**config.mk**
```make
export PLATFORM = sky130hd
export DESIGN_NAME = noc_flit_injector_unit
export DESIGN_NICKNAME = d
export VERILOG_FILES = /design/src/rtl/nfi_pkg.sv /design/src/rtl/nfi_queue_ram.sv /design/src/rtl/noc_flit_injector_unit.sv
export SDC_FILE = /design/constraint.sdc
export NUM_CORES = 2
export LEC_CHECK = 0
export BUFFER_PORTS_ARGS = -buffer_cell sky130_fd_sc_hd__buf_2
export CAP_MARGIN = 20
export CELL_PAD_IN_SITES_DETAIL_PLACEMENT = 1
export CELL_PAD_IN_SITES_GLOBAL_PLACEMENT = 1
export CORE_AREA = 2 2 417 419
export DETAILED_ROUTE_END_ITERATION = 6
export DIE_AREA = 0 0 419 421
export PLACE_DENSITY_LB_ADDON = 0.1
export REMOVE_ABC_BUFFERS = 1
export SYNTH_ARGS = -nofsm -noshare
export SYNTH_HDL_FRONTEND = slang
export SYNTH_HIERARCHICAL = 1
export SYNTH_SLANG_ARGS = --single-unit
```
**constraint.sdc**
```tcl
create_clock -name clock -period 19.02 [get_ports clock]
set_input_delay 3.804 -clock clock [delete_from_list [all_inputs] [get_ports clock]]
set_output_delay 3.804 -clock clock [all_outputs]
set_load 0.02 [all_outputs]
```
**src/rtl/nfi_pkg.sv**
```systemverilog
// Package with the shared types, codes and sizes of the flit injector.
`default_nettype none

package nfi_pkg;

   // Message queue geometry.
   localparam int QUEUE_DEPTH = 16;
   localparam int PTR_W       = $clog2(QUEUE_DEPTH);
   localparam int CNT_W       = $clog2(QUEUE_DEPTH + 1);

   // Pool reserve product width: node count times packets times flits.
   localparam int NODE_W = 13;
   localparam int PF_W   = 16;
   localparam int NEED_W = NODE_W + PF_W;

   // Input command codes.
   localparam logic CMD_ENQUEUE = 1'b0;
   localparam logic CMD_TICK    = 1'b1;

   // Result status codes.
   localparam logic STATUS_SENT     = 1'b0;
   localparam logic STATUS_REJECTED = 1'b1;

   // Flit type codes.
   localparam logic [1:0] FLIT_HEADER = 2'd0;
   localparam logic [1:0] FLIT_INFO   = 2'd1;
   localparam logic [1:0] FLIT_TAIL   = 2'd2;

   // Configuration register indexes.
   localparam logic CSR_NODE_COUNT = 1'b0;
   localparam logic CSR_MISROUTE   = 1'b1;

   localparam logic [NODE_W-1:0] NODE_COUNT_RESET = 13'd16;

   // One queued message as stored in the queue memory.
   typedef struct packed {
      logic [15:0]       tag;
      logic [31:0]       gen_time;
      logic [7:0]        flits;
      logic [7:0]        packets;
      logic signed [7:0] y_offset;
      logic signed [7:0] x_offset;
   } queue_entry_type;

   typedef enum logic [2:0] {
      ST_IDLE,
      ST_READ,
      ST_MUL,
      ST_CHECK,
      ST_EMIT,
      ST_REJECT
   } state_type;

endpackage

`default_nettype wire

```
**src/rtl/nfi_queue_ram.sv**
```systemverilog
// Simple dual-port RAM with one write port and one registered read port.
`default_nettype none

module nfi_queue_ram #(
   parameter int DEPTH = 16,
   parameter int WIDTH = 80
) (
   input  wire logic                     clock,
   input  wire logic                     wr_en,
   input  wire logic [$clog2(DEPTH)-1:0] wr_addr,
   input  wire logic [WIDTH-1:0]         wr_data,
   input  wire logic                     rd_en,
   input  wire logic [$clog2(DEPTH)-1:0] rd_addr,
   output logic      [WIDTH-1:0]         rd_data
);

   logic [WIDTH-1:0] mem [DEPTH];
   logic [WIDTH-1:0] rd_data_ff;

   always_ff @(posedge clock) begin
      if (wr_en) begin
         mem[wr_addr] <= wr_data;
      end
      if (rd_en) begin
         rd_data_ff <= mem[rd_addr];
      end
   end

   assign rd_data = rd_data_ff;

endmodule

`default_nettype wire

```
**src/rtl/noc_flit_injector_unit.sv**
```systemverilog
// Top level of the network-on-chip flit injector: message queue and packetizer.
// An accepted enqueue completes at its edge; a rejection is registered after the reject state
// and a flit after the memory read, two multiply stages and the emit state, unless an earlier
// result waits on rsp_ready. A pool-short header tick and an empty or stopped tick send no flit.
// One accepted enqueue per cycle while idle; requests wait while a rejection or tick runs. Reset
// clears pointers, count, stamp and output valid and presets config and indexes, not the memory.
`default_nettype none

module noc_flit_injector_unit
   import nfi_pkg::*;
(
   input  wire logic               clock,
   input  wire logic               reset,

   // Configuration write port.
   input  wire logic               csr_write,
   input  wire logic               csr_index,
   input  wire logic [NODE_W-1:0]  csr_wdata,

   // Request channel.
   input  wire logic               req_valid,
   output logic                    req_ready,
   input  wire logic               req_command,
   input  wire logic [15:0]        req_message_tag,
   input  wire logic signed [7:0]  req_x_offset,
   input  wire logic signed [7:0]  req_y_offset,
   input  wire logic [7:0]         req_packet_count,
   input  wire logic [7:0]         req_flits_per_packet,
   input  wire logic [31:0]        req_generation_time,
   input  wire logic [31:0]        req_current_time,
   input  wire logic               req_output_stopped,
   input  wire logic [23:0]        req_pool_free,

   // Response channel.
   output logic                    rsp_valid,
   input  wire logic               rsp_ready,
   output logic                    rsp_status,
   output logic [1:0]              rsp_flit_type,
   output logic [15:0]             rsp_flit_tag,
   output logic signed [7:0]       rsp_flit_x_offset,
   output logic signed [7:0]       rsp_flit_y_offset,
   output logic signed [7:0]       rsp_flit_misroute,
   output logic [7:0]              rsp_flit_index,
   output logic [7:0]              rsp_packet_index,
   output logic [31:0]             rsp_injection_time,
   output logic                    rsp_message_done
);

   // ------------------------------------------------------------------
   // Configuration registers. The user must write them only while the block is idle; the block does not enforce this.
   // ------------------------------------------------------------------
   logic [NODE_W-1:0] node_count_ff;
   logic signed [7:0] misroute_ff;

   always_ff @(posedge clock) begin
      if (reset) begin
         node_count_ff <= NODE_COUNT_RESET;
         misroute_ff   <= '0;
      end else if (csr_write) begin
         case (csr_index)
            CSR_NODE_COUNT: node_count_ff <= csr_wdata;
            CSR_MISROUTE:   misroute_ff   <= csr_wdata[7:0];
            default:        node_count_ff <= node_count_ff;
         endcase
      end
   end

   // ------------------------------------------------------------------
   // Control state and its next values.
   // ------------------------------------------------------------------
   state_type        state_ff, state_in;
   logic [PTR_W-1:0] head_ff, head_in;
   logic [PTR_W-1:0] tail_ff, tail_in;
   logic [CNT_W-1:0] count_ff, count_in;
   logic [7:0]       flit_num_ff, flit_num_in;
   logic [7:0]       packet_num_ff, packet_num_in;
   logic [31:0]      stamp_ff, stamp_in;
   logic             rsp_valid_ff, rsp_valid_in;

   // Per-tick working registers (payload, no reset needed).
   logic [31:0]       now_ff, now_in;
   logic [23:0]       pool_ff, pool_in;
   logic [PF_W-1:0]   pf_ff, pf_in;
   logic [NEED_W-1:0] need_ff, need_in;

   // Output payload registers.
   logic              out_status_ff, out_status_in;
   logic [1:0]        out_type_ff, out_type_in;
   logic [15:0]       out_tag_ff, out_tag_in;
   logic signed [7:0] out_x_ff, out_x_in;
   logic signed [7:0] out_y_ff, out_y_in;
   logic signed [7:0] out_mr_ff, out_mr_in;
   logic [7:0]        out_fidx_ff, out_fidx_in;
   logic [7:0]        out_pidx_ff, out_pidx_in;
   logic [31:0]       out_time_ff, out_time_in;
   logic              out_done_ff, out_done_in;

   // ------------------------------------------------------------------
   // Queue memory. Entries are written at the tail on enqueue and read at
   // the head in the read state, before the multiply, check and emit states
   // form the flit. A read is issued only after the enqueue edge that made
   // the queue non-empty, so read and write never overlap on the same entry.
   // ------------------------------------------------------------------
   queue_entry_type wr_entry;
   queue_entry_type head_entry;
   logic            wr_en;
   logic            rd_en;

   assign wr_entry.tag      = req_message_tag;
   assign wr_entry.gen_time = req_generation_time;
   assign wr_entry.flits    = req_flits_per_packet;
   assign wr_entry.packets  = req_packet_count;
   assign wr_entry.y_offset = req_y_offset;
   assign wr_entry.x_offset = req_x_offset;

   nfi_queue_ram #(
      .DEPTH (QUEUE_DEPTH),
      .WIDTH ($bits(queue_entry_type))
   ) u_queue_ram (
      .clock   (clock),
      .wr_en   (wr_en),
      .wr_addr (tail_ff),
      .wr_data (wr_entry),
      .rd_en   (rd_en),
      .rd_addr (head_ff),
      .rd_data (head_entry)
   );

   // Message geometry of the head entry; a zero count is treated as one.
   logic [7:0] packets_w;
   logic [7:0] flits_w;
   assign packets_w = (head_entry.packets == 8'd0) ? 8'd1 : head_entry.packets;
   assign flits_w   = (head_entry.flits == 8'd0) ? 8'd1 : head_entry.flits;

   // Header offsets: with misrouting enabled, each magnitude shrinks by one,
   // and a zero offset counts as positive, so it becomes minus one.
   logic signed [7:0] hdr_x;
   logic signed [7:0] hdr_y;
   always_comb begin
      hdr_x = head_entry.x_offset;
      hdr_y = head_entry.y_offset;
      if (misroute_ff != 8'sd0) begin
         hdr_x = head_entry.x_offset[7] ? head_entry.x_offset + 8'sd1
                                        : head_entry.x_offset - 8'sd1;
         hdr_y = head_entry.y_offset[7] ? head_entry.y_offset + 8'sd1
                                        : head_entry.y_offset - 8'sd1;
      end
   end

   logic is_header;
   logic slot_free;
   assign is_header = (flit_num_ff == 8'd1);
   // The output register may be reloaded when empty or drained this cycle.
   assign slot_free = !rsp_valid_ff || rsp_ready;

   function automatic logic [PTR_W-1:0] advance(input logic [PTR_W-1:0] ptr);
      logic [PTR_W-1:0] nxt;
      if (ptr == PTR_W'(QUEUE_DEPTH - 1)) begin
         nxt = '0;
      end else begin
         nxt = ptr + 1'b1;
      end
      return nxt;
   endfunction

   // ------------------------------------------------------------------
   // Next state and datapath control.
   // ------------------------------------------------------------------
   always_comb begin
      state_in      = state_ff;
      head_in       = head_ff;
      tail_in       = tail_ff;
      count_in      = count_ff;
      flit_num_in   = flit_num_ff;
      packet_num_in = packet_num_ff;
      stamp_in      = stamp_ff;
      rsp_valid_in  = rsp_valid_ff && !rsp_ready;
      now_in        = now_ff;
      pool_in       = pool_ff;
      pf_in         = pf_ff;
      need_in       = need_ff;
      out_status_in = out_status_ff;
      out_type_in   = out_type_ff;
      out_tag_in    = out_tag_ff;
      out_x_in      = out_x_ff;
      out_y_in      = out_y_ff;
      out_mr_in     = out_mr_ff;
      out_fidx_in   = out_fidx_ff;
      out_pidx_in   = out_pidx_ff;
      out_time_in   = out_time_ff;
      out_done_in   = out_done_ff;
      wr_en         = 1'b0;
      rd_en         = 1'b0;
      req_ready     = 1'b0;

      case (state_ff)
         ST_IDLE: begin
            req_ready = 1'b1;
            if (req_valid) begin
               now_in  = req_current_time;
               pool_in = req_pool_free;
               if (req_command == CMD_ENQUEUE) begin
                  if (count_ff == CNT_W'(QUEUE_DEPTH)) begin
                     state_in = ST_REJECT;
                  end else begin
                     wr_en    = 1'b1;
                     tail_in  = advance(tail_ff);
                     count_in = count_ff + 1'b1;
                  end
               end else if (count_ff != '0 && !req_output_stopped) begin
                  // A tick with an empty queue or a stopped output does nothing.
                  state_in = ST_READ;
               end
            end
         end

         ST_READ: begin
            rd_en    = 1'b1;
            state_in = ST_MUL;
         end

         ST_MUL: begin
            pf_in    = PF_W'(packets_w) * PF_W'(flits_w);
            state_in = ST_CHECK;
         end

         ST_CHECK: begin
            need_in  = NEED_W'(node_count_ff) * NEED_W'(pf_ff);
            state_in = ST_EMIT;
         end

         ST_EMIT: begin
            if (is_header && (NEED_W'(pool_ff) < need_ff)) begin
               // Pool too short for the message's reserve: drop the tick, keep all state.
               state_in = ST_IDLE;
            end else if (slot_free) begin
               state_in      = ST_IDLE;
               rsp_valid_in  = 1'b1;
               out_status_in = STATUS_SENT;
               out_tag_in    = head_entry.tag;
               out_fidx_in   = flit_num_ff;
               out_pidx_in   = packet_num_ff;
               out_x_in      = '0;
               out_y_in      = '0;
               out_mr_in     = '0;
               out_time_in   = stamp_ff;
               out_done_in   = 1'b0;
               if (is_header) begin
                  out_type_in = FLIT_HEADER;
                  stamp_in    = (now_ff > head_entry.gen_time) ? now_ff
                                                              : head_entry.gen_time;
                  out_time_in = stamp_in;
                  out_x_in    = hdr_x;
                  out_y_in    = hdr_y;
                  out_mr_in   = misroute_ff;
               end else if (flit_num_ff >= flits_w) begin
                  out_type_in = FLIT_TAIL;
               end else begin
                  out_type_in = FLIT_INFO;
               end

               if (flit_num_ff < flits_w) begin
                  flit_num_in = flit_num_ff + 8'd1;
               end else if (packet_num_ff < packets_w) begin
                  packet_num_in = packet_num_ff + 8'd1;
                  flit_num_in   = 8'd1;
               end else begin
                  // Final flit of the message: retire the head entry.
                  out_done_in   = 1'b1;
                  flit_num_in   = 8'd1;
                  packet_num_in = 8'd1;
                  head_in       = advance(head_ff);
                  count_in      = count_ff - 1'b1;
               end
            end
         end

         ST_REJECT: begin
            if (slot_free) begin
               state_in      = ST_IDLE;
               rsp_valid_in  = 1'b1;
               out_status_in = STATUS_REJECTED;
               out_type_in   = FLIT_HEADER;
               out_tag_in    = '0;
               out_x_in      = '0;
               out_y_in      = '0;
               out_mr_in     = '0;
               out_fidx_in   = '0;
               out_pidx_in   = '0;
               out_time_in   = '0;
               out_done_in   = 1'b0;
            end
         end

         default: begin
            state_in = ST_IDLE;
         end
      endcase
   end

   // ------------------------------------------------------------------
   // Registers.
   // ------------------------------------------------------------------
   always_ff @(posedge clock) begin
      if (reset) begin
         state_ff      <= ST_IDLE;
         head_ff       <= '0;
         tail_ff       <= '0;
         count_ff      <= '0;
         flit_num_ff   <= 8'd1;
         packet_num_ff <= 8'd1;
         stamp_ff      <= '0;
         rsp_valid_ff  <= 1'b0;
      end else begin
         state_ff      <= state_in;
         head_ff       <= head_in;
         tail_ff       <= tail_in;
         count_ff      <= count_in;
         flit_num_ff   <= flit_num_in;
         packet_num_ff <= packet_num_in;
         stamp_ff      <= stamp_in;
         rsp_valid_ff  <= rsp_valid_in;
      end
   end

   always_ff @(posedge clock) begin
      now_ff        <= now_in;
      pool_ff       <= pool_in;
      pf_ff         <= pf_in;
      need_ff       <= need_in;
      out_status_ff <= out_status_in;
      out_type_ff   <= out_type_in;
      out_tag_ff    <= out_tag_in;
      out_x_ff      <= out_x_in;
      out_y_ff      <= out_y_in;
      out_mr_ff     <= out_mr_in;
      out_fidx_ff   <= out_fidx_in;
      out_pidx_ff   <= out_pidx_in;
      out_time_ff   <= out_time_in;
      out_done_ff   <= out_done_in;
   end

   // ------------------------------------------------------------------
   // Response outputs come straight from the output register.
   // ------------------------------------------------------------------
   assign rsp_valid          = rsp_valid_ff;
   assign rsp_status         = out_status_ff;
   assign rsp_flit_type      = out_type_ff;
   assign rsp_flit_tag       = out_tag_ff;
   assign rsp_flit_x_offset  = out_x_ff;
   assign rsp_flit_y_offset  = out_y_ff;
   assign rsp_flit_misroute  = out_mr_ff;
   assign rsp_flit_index     = out_fidx_ff;
   assign rsp_packet_index   = out_pidx_ff;
   assign rsp_injection_time = out_time_ff;
   assign rsp_message_done   = out_done_ff;

endmodule

`default_nettype wire
```
==> flow_summary_export.csv <==
group,metric,value,unit
cts,clockRootBuffer,"clkbuf_16",
cts,post_cts_buffers,0,
floorplan,core_area,172000,µm²
detailed_routing,dr.first_iter.drc_count,2428,
critical_path,rr_startpoint,"node_count_ff[7]$_SDFFE_PP0P_",
logic_synthesis,synth.top_cells.by_count,"edfxtp_1, inv_1, mux4_2, nand2_1, ha_1",
critical_path,critPathCaptureType,"flop",
detailed_routing,drt-total-wl,183000,µm
place,post-place-ws,11.31,ns
power_and_ir_drop,sw_frac_of_total,0.291,
power_and_ir_drop,power_density,123,nW/µm²
final_layout,syn_to_final_growth,13.7,%
floorplan,die_area,176000,µm²
place,placed_cell_area,75800,µm²
min_path,hold_path.class,"flop to flop",
place,routabilityCongestion,0.764,
grt,grt_pass1_wl,273000,µm
power_and_ir_drop,leakage,28.6,nW
cts,cts_tree,"built",
grt,grt_pass1_vias,41036,
power_and_ir_drop,irDropWorstVdd,0.000132,V
floorplan,die_w,419,µm
grt,grt_overflow,0,
cts,cts_max_path_buffers,3,
sta,fin_worst_skew,0.0377,ns
floorplan,initial_utilization,0.416,
power_and_ir_drop,seqPwrFrac,0.441,
power_and_ir_drop,p_comb_frac,0.219,
critical_path,required,19.45,ns
detailed_routing,ant_nets,0,
sta,grt_setup_unrepaired,"false",
critical_path,cp_slowest_cell,"nor2_4",
grt,grt_max_degree,116,
logic_synthesis,synth_area_leaders,"edfxtp_1, mux4_2, fa_1",
logic_synthesis,ys_seq_area_frac,0.674,
cts,cts_sinks,1639,
logic_synthesis,synth.distinct_cells,68,
sta,setup_viol,0,
cts,clk-insertion-delay-late,0.82,ns
place,hpwl,112000,µm
grt,antenna_found_initial,38,
min_path,min_path_cells,1,
critical_path,crit_path_start_kind,"primary input",
critical_path,startpoint,"req_command",
critical_path,reg2reg_setup_slack,12.76,ns
logic_synthesis,async_flop_share,0,
detailed_routing,firstDrtPassIters,5,
logic_synthesis,avgSynthCellArea,17.0,µm²
critical_path,r2r_end,"need_ff[27]$_DFFE_PN_",
sta,hold_viol_final,0,
final_layout,drive_gt1_frac,0.199,
logic_synthesis,ys_seq_elements,1639,
sta,layout_min_cycle_time,6.85,ns
sta,finalSetupTns,0,ns
cts,htreeDepth,4,
final_layout,final_nets,5075,
critical_path,cp_cell_sequence,"buf_2 > nor2b_1 > and2_1 > nand3_1 > nor2_4 > buf_4",
sta,max_clock_freq,146,MHz
outcome,status,"finished clean",
detailed_routing,wire_per_inst,26.1,µm
power_and_ir_drop,switchingPower,2.91,mW
detailed_routing,vias,37887,
min_path,holdPathEnd,"stamp_ff[8]$_SDFFE_PP0P_",
cts,ctsHoldBuffers,0,
grt,grt_use_total,0.211,
floorplan,num_io_pins,251,
min_path,hold_start,"stamp_ff[8]$_SDFFE_PP0P_",
floorplan,die_y,421,µm
logic_synthesis,synth_top_cell_by_area,"edfxtp_1",
critical_path,critPathMaxStageDelay,0.91,ns
power_and_ir_drop,p_clk_frac,0.340,
place,io_buffers,250,
cts,clk_pin_slew_worst_paths,0.06,ns
critical_path,reg2reg_depth,18,
floorplan,rows,153,
sta,relSlewSlack,0.184,
sta,fin_crit_sh,0.360,
final_layout,postLayoutCellArea,81600,µm²
logic_synthesis,syn_inst,4215,
critical_path,cp.arrival,7.28,ns
cts,cts_resized,0,
logic_synthesis,netlist_area,71700,µm²
flow_run,maxCapViolCount,0,
logic_synthesis,yosysTopAreaCellShare,0.650,
logic_synthesis,synth_edf_count,1553,
detailed_routing,vias_per_cell,5.41,
power_and_ir_drop,intPower,7.11,mW
sta,worstMarginPinSlew,1.22,ns
detailed_routing,drcViolationCount,0,
sta,setup_slack,12.17,ns
logic_synthesis,synth_warnings,6,
sta,slew_violations,0,
critical_path,cp_max_fo,55,
critical_path,critical_path_class,"primary input to flop",
critical_path,critPathBufInv,2,
cts,cts_made_buffers,177,
critical_path,critPathTopFamily,"simple AND/OR/NAND/NOR gates",
sta,hold_slack,0.459,ns
logic_synthesis,synthFlopType,"edfxtp_1",
logic_synthesis,synth_most_common_cell,"edfxtp_1",
registers in the layout (all words and copies together) (netlist names), 13 cells and up:
register,count
node_count_ff,13
u_queue_ram/mem,1280
pool_ff,24
stamp_ff,32
rsp_injection_time,32
u_queue_ram/rd_data,80
pf_ff,16
rsp_flit_tag,16
need_ff,29
now_ff,32
worst max path at each step:
stage                                              endpoint  slack (ns)  depth (start not counted)
final                     u_queue_ram/mem[14][50]$_DFFE_PP_       12.17                          6
after CTS                 u_queue_ram/mem[14][63]$_DFFE_PP_       12.21                          6
after global routing      u_queue_ram/mem[14][50]$_DFFE_PP_       11.97                          6
after global placement    u_queue_ram/mem[14][32]$_DFFE_PP_       11.31                          6
after floorplan            u_queue_ram/rd_data[0]$_DFFE_PP_        4.63                          3
after detailed placement  u_queue_ram/mem[14][32]$_DFFE_PP_       11.31                          6
cells by family after synthesis:
logic type | after synthesis | synth area share
and+or+nand+nor | 775 | 0.0520
adders and majority gates | 393 | 0.0887
AOI/OAI and AO/OA | 445 | 0.0428
xor gates and xnor gates | 63 | 0.00769
DFF | 1639 | 0.674
buffers and inverters | 558 | 0.0313
muxes | 342 | 0.104
routing by layer:
layer | GRT usage | share of wire
met5 | 0 | 0.00044
met4 | 0.0682 | 0.030
met3 | 0.0342 | 0.047
met2 | 0.349 | 0.49
met1 | 0.284 | 0.43
power by group through the flow:
stage	registers (mW)	clock network, mW	logic, mW
finish	4.42	3.41	2.19
global route	4.44	3.63	2.54
CTS	4.42	3.50	2.26
detailed placement	4.50	0	2.24
global placement	4.50	0	2.22
floorplan	4.43	0	1.58
cell type report:
type                       count  area, µm²
multi-input combinational   2018      21300
tap                         2325       2910
sequential                  1639      48400
inverter                     375       1410
fill                       16282      90900
timing repair buffer         314       1770
clock inverter               110       1050
antenna                       12       30.0
clock buffer                 214       4710
per-stage QoR:
step | util | power, mW | cells
2_1_floorplan | - | 6.02 | 4032
3_3_place_gp | 0.439 | 6.71 | 6671
3_5_place_dp | 0.439 | 6.74 | 6671
4_1_cts | 0.473 | 10.2 | 6995
5_1_grt | 0.473 | 10.6 | 7004
6_report | 0.473 | 10.0 | 7007
worst reg2reg max path: stages, from the launching register on:
cell	delay (ns)
dfxtp_1	0.88
nand2_1	0.19
fa_1	0.58
inv_1	0.05
fa_1	0.56
fa_1	0.43
fa_1	0.49
inv_1	0.05
fa_1	0.47
inv_1	0.04
ha_1	0.33
o21ai_0	0.35
nor3_1	0.12
a211o_1	0.32
a2111oi_0	0.45
nor3_1	0.18
a211o_1	0.28
a21oi_1	0.17
xnor2_1	0.08
placed cells by master, fill, tap and decap left out, types with 19 or more instances in the layout:
cell type  netlist  layout
mux4_2         320     320
clkbuf_1       116      27
mux2i_1         21      21
nand2b_1        32      32
buf_2           28     250
edfxtp_1      1553    1553
a31oi_1         21      21
fa_1           193     193
a22oi_1        160     160
dfxtp_1         86      84
clkbuf_16        0     181
o21ai_0         27      27
nand2_1        286     284
nor2_1         139     125
clkinv_1         6      50
and2_1         148     145
a32o_1          19      19
ha_1           200     200
nand4_1         19      19
nand3_1         33      33
a21o_1          25      25
xnor2_1         42      42
and3_1          37      37
inv_1          369     369
nor3_1          38      34
clkinv_2         0      30
a21oi_1        117     115
xor2_1          21      21
buf_4            4      61
Power figures use the tool's default switching activity.
